--- src/rtl/epc_pkg.sv ---
// Shared types, codes and constants of the event-select performance counter unit.
package epc_pkg;

  // Bus and field widths
  localparam int DATA_W       = 32;
  localparam int FUNC_W       = 2;
  localparam int REG_W        = 5;
  localparam int SEL_W        = 5;
  localparam int LANE_BITS    = 8;
  localparam int LANES        = 4;
  localparam int MAX_COUNTERS = 8;
  localparam int CNT_IDX_W    = 3;

  // Defaults of the top-level parameters
  localparam int NUM_COUNTERS_DEF = 8;
  localparam int COUNT_WIDTH_DEF  = 64;

  // Control register bits
  localparam int CTRL_CLEAR_BIT = 13;
  localparam int CTRL_RUN_BIT   = 15;

  // Function codes of an input word
  localparam logic [FUNC_W-1:0] FUNC_TICK  = 2'd0;
  localparam logic [FUNC_W-1:0] FUNC_WRITE = 2'd1;
  localparam logic [FUNC_W-1:0] FUNC_READ  = 2'd2;

  // Register numbers
  localparam logic [REG_W-1:0] REG_CTRL   = 5'd0;
  localparam logic [REG_W-1:0] REG_SEL_LO = 5'd1;
  localparam logic [REG_W-1:0] REG_SEL_HI = 5'd2;

  // All selectors, lane n of the packed vector is counter n
  typedef logic [MAX_COUNTERS-1:0][SEL_W-1:0] sel_vec_t;

  // Decoded command handed from the decoder to the datapath
  typedef struct packed {
    logic                 tick;
    logic                 wr_ctrl;
    logic                 wr_sel_lo;
    logic                 wr_sel_hi;
    logic                 clear;
    logic                 rd_ctrl;
    logic                 rd_sel_lo;
    logic                 rd_sel_hi;
    logic                 rd_cnt;
    logic                 cnt_hi;
    logic [CNT_IDX_W-1:0] cnt_idx;
    logic                 known;
  } cmd_t;

endpackage

--- src/rtl/epc_if.sv ---
// Valid/ready channel interfaces for request and response words.
interface epc_req_if;
  logic                         valid;
  logic                         ready;
  logic [epc_pkg::FUNC_W-1:0]   func;
  logic [epc_pkg::REG_W-1:0]    reg_index;
  logic [epc_pkg::DATA_W-1:0]   write_data;
  logic [epc_pkg::DATA_W-1:0]   event_bits;

  modport source (output valid, func, reg_index, write_data, event_bits, input ready);
  modport sink   (input valid, func, reg_index, write_data, event_bits, output ready);
endinterface

interface epc_rsp_if;
  logic                         valid;
  logic                         ready;
  logic [epc_pkg::DATA_W-1:0]   read_data;
  logic                         known_register;

  modport source (output valid, read_data, known_register, input ready);
  modport sink   (input valid, read_data, known_register, output ready);
endinterface

--- src/rtl/event_select_performance_counters_top.sv ---
// Event-select performance counter unit: decode, register file, counters, result register.
// A result word appears in the cycle after its request word is accepted.
// Throughput: one request word per cycle; the result register frees itself when taken,
// so ready drops only while a result waits and the response side stalls.
// Reset (synchronous, active high): stops counting, clears all selectors and counters,
// and empties the result register.
module event_select_performance_counters_top #(
  parameter int NUM_COUNTERS = epc_pkg::NUM_COUNTERS_DEF,
  parameter int COUNT_WIDTH  = epc_pkg::COUNT_WIDTH_DEF
) (
  input logic       clk,
  input logic       rst,
  epc_req_if.sink   req,
  epc_rsp_if.source rsp
);

  epc_pkg::cmd_t                  cmd;
  logic                           accept;
  logic                           run;
  epc_pkg::sel_vec_t              sel;
  logic [2*epc_pkg::DATA_W-1:0]   cnt_value;
  logic [epc_pkg::DATA_W-1:0]     sel_word;
  logic [epc_pkg::DATA_W-1:0]     rdata_next;
  logic                           rsp_valid;
  logic [epc_pkg::DATA_W-1:0]     read_data;
  logic                           known_register;

  assign req.ready = !rsp_valid || rsp.ready;
  assign accept    = req.valid && req.ready;

  epc_decode #(
    .NUM_COUNTERS (NUM_COUNTERS)
  ) u_decode (
    .func       (req.func),
    .reg_index  (req.reg_index),
    .write_data (req.write_data),
    .cmd        (cmd)
  );

  epc_counters #(
    .NUM_COUNTERS (NUM_COUNTERS),
    .COUNT_WIDTH  (COUNT_WIDTH)
  ) u_counters (
    .clk        (clk),
    .rst        (rst),
    .count_en   (accept && cmd.tick && run),
    .clear      (accept && cmd.clear),
    .sel        (sel),
    .event_bits (req.event_bits),
    .rd_idx     (cmd.cnt_idx),
    .rd_value   (cnt_value)
  );

  // Update run enable and the selectors present in this configuration
  always_ff @(posedge clk) begin
    if (rst) begin
      run <= 1'b0;
      sel <= '0;
    end else if (accept) begin
      if (cmd.wr_ctrl) begin
        run <= req.write_data[epc_pkg::CTRL_RUN_BIT];
      end
      for (int n = 0; n < NUM_COUNTERS; n++) begin
        if ((n < epc_pkg::LANES) ? cmd.wr_sel_lo : cmd.wr_sel_hi) begin
          sel[n] <= req.write_data[(n % epc_pkg::LANES)*epc_pkg::LANE_BITS +: epc_pkg::SEL_W];
        end
      end
    end
  end

  // Gather the addressed selector word; absent lanes stay zero
  always_comb begin
    sel_word = '0;
    for (int i = 0; i < epc_pkg::LANES; i++) begin
      sel_word[i*epc_pkg::LANE_BITS +: epc_pkg::SEL_W] =
        cmd.rd_sel_hi ? sel[i + epc_pkg::LANES] : sel[i];
    end
  end

  // Read mux; ticks, writes and unknown registers give zero
  always_comb begin
    rdata_next = '0;
    if (cmd.rd_ctrl) begin
      rdata_next[epc_pkg::CTRL_RUN_BIT] = run;
    end else if (cmd.rd_sel_lo || cmd.rd_sel_hi) begin
      rdata_next = sel_word;
    end else if (cmd.rd_cnt) begin
      rdata_next = cmd.cnt_hi ? cnt_value[2*epc_pkg::DATA_W-1:epc_pkg::DATA_W]
                              : cnt_value[epc_pkg::DATA_W-1:0];
    end
  end

  // Result register: load on accept, drop when taken
  always_ff @(posedge clk) begin
    if (rst) begin
      rsp_valid <= 1'b0;
    end else if (accept) begin
      rsp_valid <= 1'b1;
    end else if (rsp.ready) begin
      rsp_valid <= 1'b0;
    end
  end

  always_ff @(posedge clk) begin
    if (accept) begin
      read_data      <= rdata_next;
      known_register <= cmd.known;
    end
  end

  assign rsp.valid          = rsp_valid;
  assign rsp.read_data      = read_data;
  assign rsp.known_register = known_register;

endmodule

--- src/rtl/epc_decode.sv ---
// Request decoder: turns function code and register number into a command.
module epc_decode #(
  parameter int NUM_COUNTERS = epc_pkg::NUM_COUNTERS_DEF
) (
  input  logic [epc_pkg::FUNC_W-1:0] func,
  input  logic [epc_pkg::REG_W-1:0]  reg_index,
  input  logic [epc_pkg::DATA_W-1:0] write_data,
  output epc_pkg::cmd_t              cmd
);

  logic is_wr;
  logic is_rd;
  logic hit_ctrl;
  logic hit_sel_lo;
  logic hit_sel_hi;
  logic hit_cnt;

  // Classify the function code
  always_comb begin
    is_wr = 1'b0;
    is_rd = 1'b0;
    unique case (func)
      epc_pkg::FUNC_TICK:  ;
      epc_pkg::FUNC_WRITE: is_wr = 1'b1;
      epc_pkg::FUNC_READ:  is_rd = 1'b1;
      default: ;
    endcase
  end

  assign cmd.tick = (func == epc_pkg::FUNC_TICK);

  // Decode the register number; counters sit at 16 and up, two words each
  assign hit_ctrl   = (reg_index == epc_pkg::REG_CTRL);
  assign hit_sel_lo = (reg_index == epc_pkg::REG_SEL_LO);
  assign hit_sel_hi = (reg_index == epc_pkg::REG_SEL_HI);
  assign hit_cnt    = reg_index[4] && ({1'b0, reg_index[3:1]} < 4'(NUM_COUNTERS));

  assign cmd.wr_ctrl   = is_wr && hit_ctrl;
  assign cmd.wr_sel_lo = is_wr && hit_sel_lo;
  assign cmd.wr_sel_hi = is_wr && hit_sel_hi;
  assign cmd.clear     = is_wr && hit_ctrl && write_data[epc_pkg::CTRL_CLEAR_BIT];
  assign cmd.rd_ctrl   = is_rd && hit_ctrl;
  assign cmd.rd_sel_lo = is_rd && hit_sel_lo;
  assign cmd.rd_sel_hi = is_rd && hit_sel_hi;
  assign cmd.rd_cnt    = is_rd && hit_cnt;
  assign cmd.cnt_hi    = reg_index[0];
  assign cmd.cnt_idx   = reg_index[3:1];
  assign cmd.known     = (is_wr || is_rd) && (hit_ctrl || hit_sel_lo || hit_sel_hi || hit_cnt);

endmodule

--- src/rtl/epc_counters.sv ---
// Counter bank: one wrapping event counter per selector, with clear and read port.
module epc_counters #(
  parameter int NUM_COUNTERS = epc_pkg::NUM_COUNTERS_DEF,
  parameter int COUNT_WIDTH  = epc_pkg::COUNT_WIDTH_DEF
) (
  input  logic                          clk,
  input  logic                          rst,
  input  logic                          count_en,
  input  logic                          clear,
  input  epc_pkg::sel_vec_t             sel,
  input  logic [epc_pkg::DATA_W-1:0]    event_bits,
  input  logic [epc_pkg::CNT_IDX_W-1:0] rd_idx,
  output logic [2*epc_pkg::DATA_W-1:0]  rd_value
);

  logic [COUNT_WIDTH-1:0] count [NUM_COUNTERS];
  logic [NUM_COUNTERS-1:0] hit;

  // Pick each counter's event bit; selector zero never counts
  always_comb begin
    for (int i = 0; i < NUM_COUNTERS; i++) begin
      hit[i] = (sel[i] != '0) && event_bits[sel[i]];
    end
  end

  // Clear, or advance the counters whose event fired
  always_ff @(posedge clk) begin
    for (int i = 0; i < NUM_COUNTERS; i++) begin
      if (rst || clear) begin
        count[i] <= '0;
      end else if (count_en && hit[i]) begin
        count[i] <= count[i] + COUNT_WIDTH'(1);
      end
    end
  end

  // Select the addressed counter, zero-extended to two bus words
  always_comb begin
    rd_value = '0;
    for (int i = 0; i < NUM_COUNTERS; i++) begin
      if (rd_idx == epc_pkg::CNT_IDX_W'(i)) begin
        rd_value = (2*epc_pkg::DATA_W)'(count[i]);
      end
    end
  end

endmodule

--- src/flat_wrapper.sv ---
// flat-port wrapper written by rule: the top's interface ports become plain ports
module event_select_performance_counters_top_flat 
#(
  parameter int NUM_COUNTERS = epc_pkg::NUM_COUNTERS_DEF,
  parameter int COUNT_WIDTH  = epc_pkg::COUNT_WIDTH_DEF
)
  (clk, rst, req_valid, req_func, req_reg_index, req_write_data, req_event_bits, req_ready, rsp_valid, rsp_read_data, rsp_known_register, rsp_ready);
  epc_req_if req_i ();
  epc_rsp_if rsp_i ();
  input logic clk;
  input logic rst;
  input wire logic [$bits(req_i.valid)-1:0] req_valid;
  input wire logic [$bits(req_i.func)-1:0] req_func;
  input wire logic [$bits(req_i.reg_index)-1:0] req_reg_index;
  input wire logic [$bits(req_i.write_data)-1:0] req_write_data;
  input wire logic [$bits(req_i.event_bits)-1:0] req_event_bits;
  output wire logic [$bits(req_i.ready)-1:0] req_ready;
  output wire logic [$bits(rsp_i.valid)-1:0] rsp_valid;
  output wire logic [$bits(rsp_i.read_data)-1:0] rsp_read_data;
  output wire logic [$bits(rsp_i.known_register)-1:0] rsp_known_register;
  input wire logic [$bits(rsp_i.ready)-1:0] rsp_ready;
  assign req_i.valid = req_valid;
  assign req_i.func = req_func;
  assign req_i.reg_index = req_reg_index;
  assign req_i.write_data = req_write_data;
  assign req_i.event_bits = req_event_bits;
  assign req_ready = req_i.ready;
  assign rsp_valid = rsp_i.valid;
  assign rsp_read_data = rsp_i.read_data;
  assign rsp_known_register = rsp_i.known_register;
  assign rsp_i.ready = rsp_ready;
  event_select_performance_counters_top #(.NUM_COUNTERS(NUM_COUNTERS), .COUNT_WIDTH(COUNT_WIDTH)) u_core (.clk(clk), .rst(rst), .req(req_i), .rsp(rsp_i));
endmodule
--- config.mk ---
export PLATFORM = sky130hd
export DESIGN_NAME = event_select_performance_counters_top_flat
export DESIGN_NICKNAME = d
export VERILOG_FILES = /design/src/rtl/epc_pkg.sv /design/src/rtl/epc_if.sv /design/src/rtl/event_select_performance_counters_top.sv /design/src/rtl/epc_decode.sv /design/src/rtl/epc_counters.sv /design/src/flat_wrapper.sv
export SDC_FILE = /design/constraint.sdc
export NUM_CORES = 1
export LEC_CHECK = 0
export ABC_AREA = 1
export BUFFER_PORTS_ARGS = -buffer_cell sky130_fd_sc_hd__buf_4
export CORE_ASPECT_RATIO = 0.9
export CORE_UTILIZATION = 35
export DETAILED_ROUTE_END_ITERATION = 12
export PLACE_DENSITY_LB_ADDON = 0.3
export SETUP_SLACK_MARGIN = 0.3
export SLEW_MARGIN = 20
export SYNTH_ARGS = -nofsm -noshare
export SYNTH_HDL_FRONTEND = slang
export SYNTH_SLANG_ARGS = --single-unit
--- constraint.sdc ---
create_clock -name clk -period 12.2 [get_ports clk]
set_input_delay 3.66 -clock clk [delete_from_list [all_inputs] [get_ports clk]]
set_output_delay 3.66 -clock clk [all_outputs]
set_load 0.05 [all_outputs]
==> flow_summary.yaml <==
status:
  status: "complete, no violations"
sta:
  skew_ps: 37.4
  hold_viol_final: 0
  maxSlewHeadroom_pct: 24.8
  worstMarginPinSlew_ps: 1120
  drv_slew: 0
  fmax_mhz: 129
  fin_setup_tns_ps: 0
  rsz0062_at_grt: "false"
  setup_violations: 0
  finalCritPeriodShare_pct: 63.4
  period_minus_slack_ps: 7740
drt:
  wl_um: 155000
  vias: 39600
  drc: 0
  first_iter_violations: 5578
  via_per_inst: 5.65
  ant_nets: 0
  post_drt_wl_per_cell_um: 22.2
  drt_first_pass_iters: 6
global_route:
  grt_pass1_vias: 35800
  track_usage_pct: 25.8
  grt_overflow_total: 0
  grt_pass1_wl_um: 231000
  antenna_found_initial: 2
  grt_max_degree: 65
final_layout:
  drive_gt1_share_pct: 7.25
  fin_nets: 5532
  area_growth_pct: 11.4
  antenna_cells: 0
  nFillCells: 12000
  utilization_pct: 39.3
worst_setup_path:
  crit_chain: "buf_4 -> inv_1 -> nand2_1 -> buf_4"
  r2r-start: "u_core.sel[10]"
  cp-end-kind: "output port"
  crit_type: "in -> out"
  worstPathRequired_ps: 8540
  worstSetupStartpoint: "rsp_ready"
  worstSetupStartpointType: "input port"
  slowest_stage: "buf_4"
  rrSetupSlack_ps: 8270
  arrival_ps: 4080
  critPathMaxStageDelay_ps: 200
  cp_max_fo: 3
  crit_top_cell: "buf_4"
synthesis:
  synth_area_per_cell_sq_um: 7.51
  synthMuxAreaShare_pct: 0
  synthDistinctLibCells: 57
  synth_ff_type: "edfxtp_1"
  synth-simple-area-share_pct: 32.9
  synth_compound_area_share_pct: 11.8
  netlist_area_sq_um: 40600
  syn-num-nets: 5488
  synth_top_family_by_area: "simple AND/OR/NAND/NOR gates"
  yosysSeqAreaShare_pct: 42.4
  ys_seq_elements: 587
  async_flop_share_pct: 0
  synth_edf_count: 545
  synthAdderAreaFrac_pct: 0.339
  yosys_warnings: 0
  synth-xor-area-share_pct: 4.90
  syn-instance-count: 5402
place:
  place_congestion: 1.02
  dp_hpwl_um: 119000
  numPortBuffers: 98
cts:
  clock_path_buffers: 3
  clock_sinks: 587
  hold_buffers: 0
  cts_tree: "built"
  insertion_delay_ps: 680
  cts_resized: 0
  cts_setup_buffers: 0
  htreeDepth: 3
  cts_buffers: 74
  cts-root-buf: "clkbuf_16"
  clk_pin_slew_ps: 50
floorplan:
  die_h_um: 325
  core_sq_um: 115000
  rows: 118
  dieArea_sq_um: 117000
  boundaryPins: 110
  die_w_um: 361
  initial_core_util_pct: 35.3
run:
  cap_violations: 0
min_path:
  hold_class: "reg -> reg"
  min_from: "u_core.run"
power_and_ir_drop:
  power.density_nw_per_um2: 109
  p_leak_uw: 0.0156
  ir_drop_uv: 101
final timing paths:
kind	depth (start not counted)	end
max reg2reg	10	u_core.u_counters.count[0][164]
max	4	req_ready
min reg2reg	2	u_core.run
min	2	u_core.run
stage by stage:
step | std cells | power [uW] | area [sq um] | hold WS [ps] | setup WS (ps)
after CTS | 7002 | 4960 | 45200 | 490 | 4460
after global routing | 7003 | 5070 | 45200 | 536 | 4430
final | 7003 | 4940 | 45200 | 487 | 4460
after detailed placement | 6869 | 2780 | 42900 | 482 | 4460
after floorplan | 5402 | 2590 | 40600 | 458 | 4500
after global placement | 6869 | 2780 | 42900 | 479 | 4460
cell usage in the layout, fill, tap and decap left out, types with 100 or more instances in the layout:
cell type,n
inv_1,632
nand4_1,198
nand3_1,238
xor2_1,192
buf_4,135
nand2_1,1015
o21ai_0,234
a21oi_1,366
edfxtp_1,545
nor4_1,100
nor2_1,839
nor3_1,296
area by class of cell:
class	instances	area (sq um)	area share [%]
Multi-Input combinational cell	3995	20300	45.0
Sequential cell	587	17200	38.1
Inverter	652	2450	5.42
Clock buffer	93	1980	4.37
Tap cell	1500	1880	4.15
Timing Repair Buffer	136	1030	2.29
Clock inverter	40	328	0.725
logic make-up (layout without fill, tap and decap cells):
group,after synthesis,after routing
flops,587,587
buf+inv,820,921
xor+xnor,227,227
simple gates,2920,2920
fa+ha+maj,11,11
compound gates,837,837
layer usage:
layer,vias to the layer above,global-route usage (%),wire length (um)
met2,1875,36.7,63900
li1,18700,-,-
met5,-,0,9
met4,2,6.74,4090
met1,18800,38.7,70500
met3,203,6.13,16600
report_power, final:
part | switching, uW | total, uW | internal (uW)
combinational | 301 | 400 | 99.0
clock | 964 | 2200 | 1230
sequential | 81.4 | 2350 | 2270
total | 1350 | 4940 | 3600
cell usage after synthesis, types with 37 or more instances:
library cell	number	share of area [%]
nor2_1	840	7.8
o22ai_1	59	0.91
nor3_1	298	3.7
dfxtp_1	42	2.1
inv_1	632	5.8
clkbuf_1	109	1.0
o21ai_0	234	2.9
o211ai_1	54	1.0
a211oi_1	37	0.68
or2_2	50	0.77
nand2_1	1023	9.5
o2111ai_1	38	0.82
xor2_1	192	4.1
edfxtp_1	545	40
nand4_1	198	3.1
nand3_1	239	2.9
nor4_1	100	1.5
nor3b_1	62	1.1
a21oi_1	366	4.5
critical path: cells and delay by family:
kind                   cells  cell delay, ps
buffers and inverters      3             340
AND/OR/NAND/NOR            1              70
sequential cells by signal, indices dropped and copies added, names as in the netlist:
name,cells
u_core.rsp.known_register,1
u_core.run,1
u_core.rsp.read_data,32
u_core.rsp.valid,1
u_core.sel,40
u_core.u_counters.count,512
Note: power is estimated with default switching activity, not from simulation.
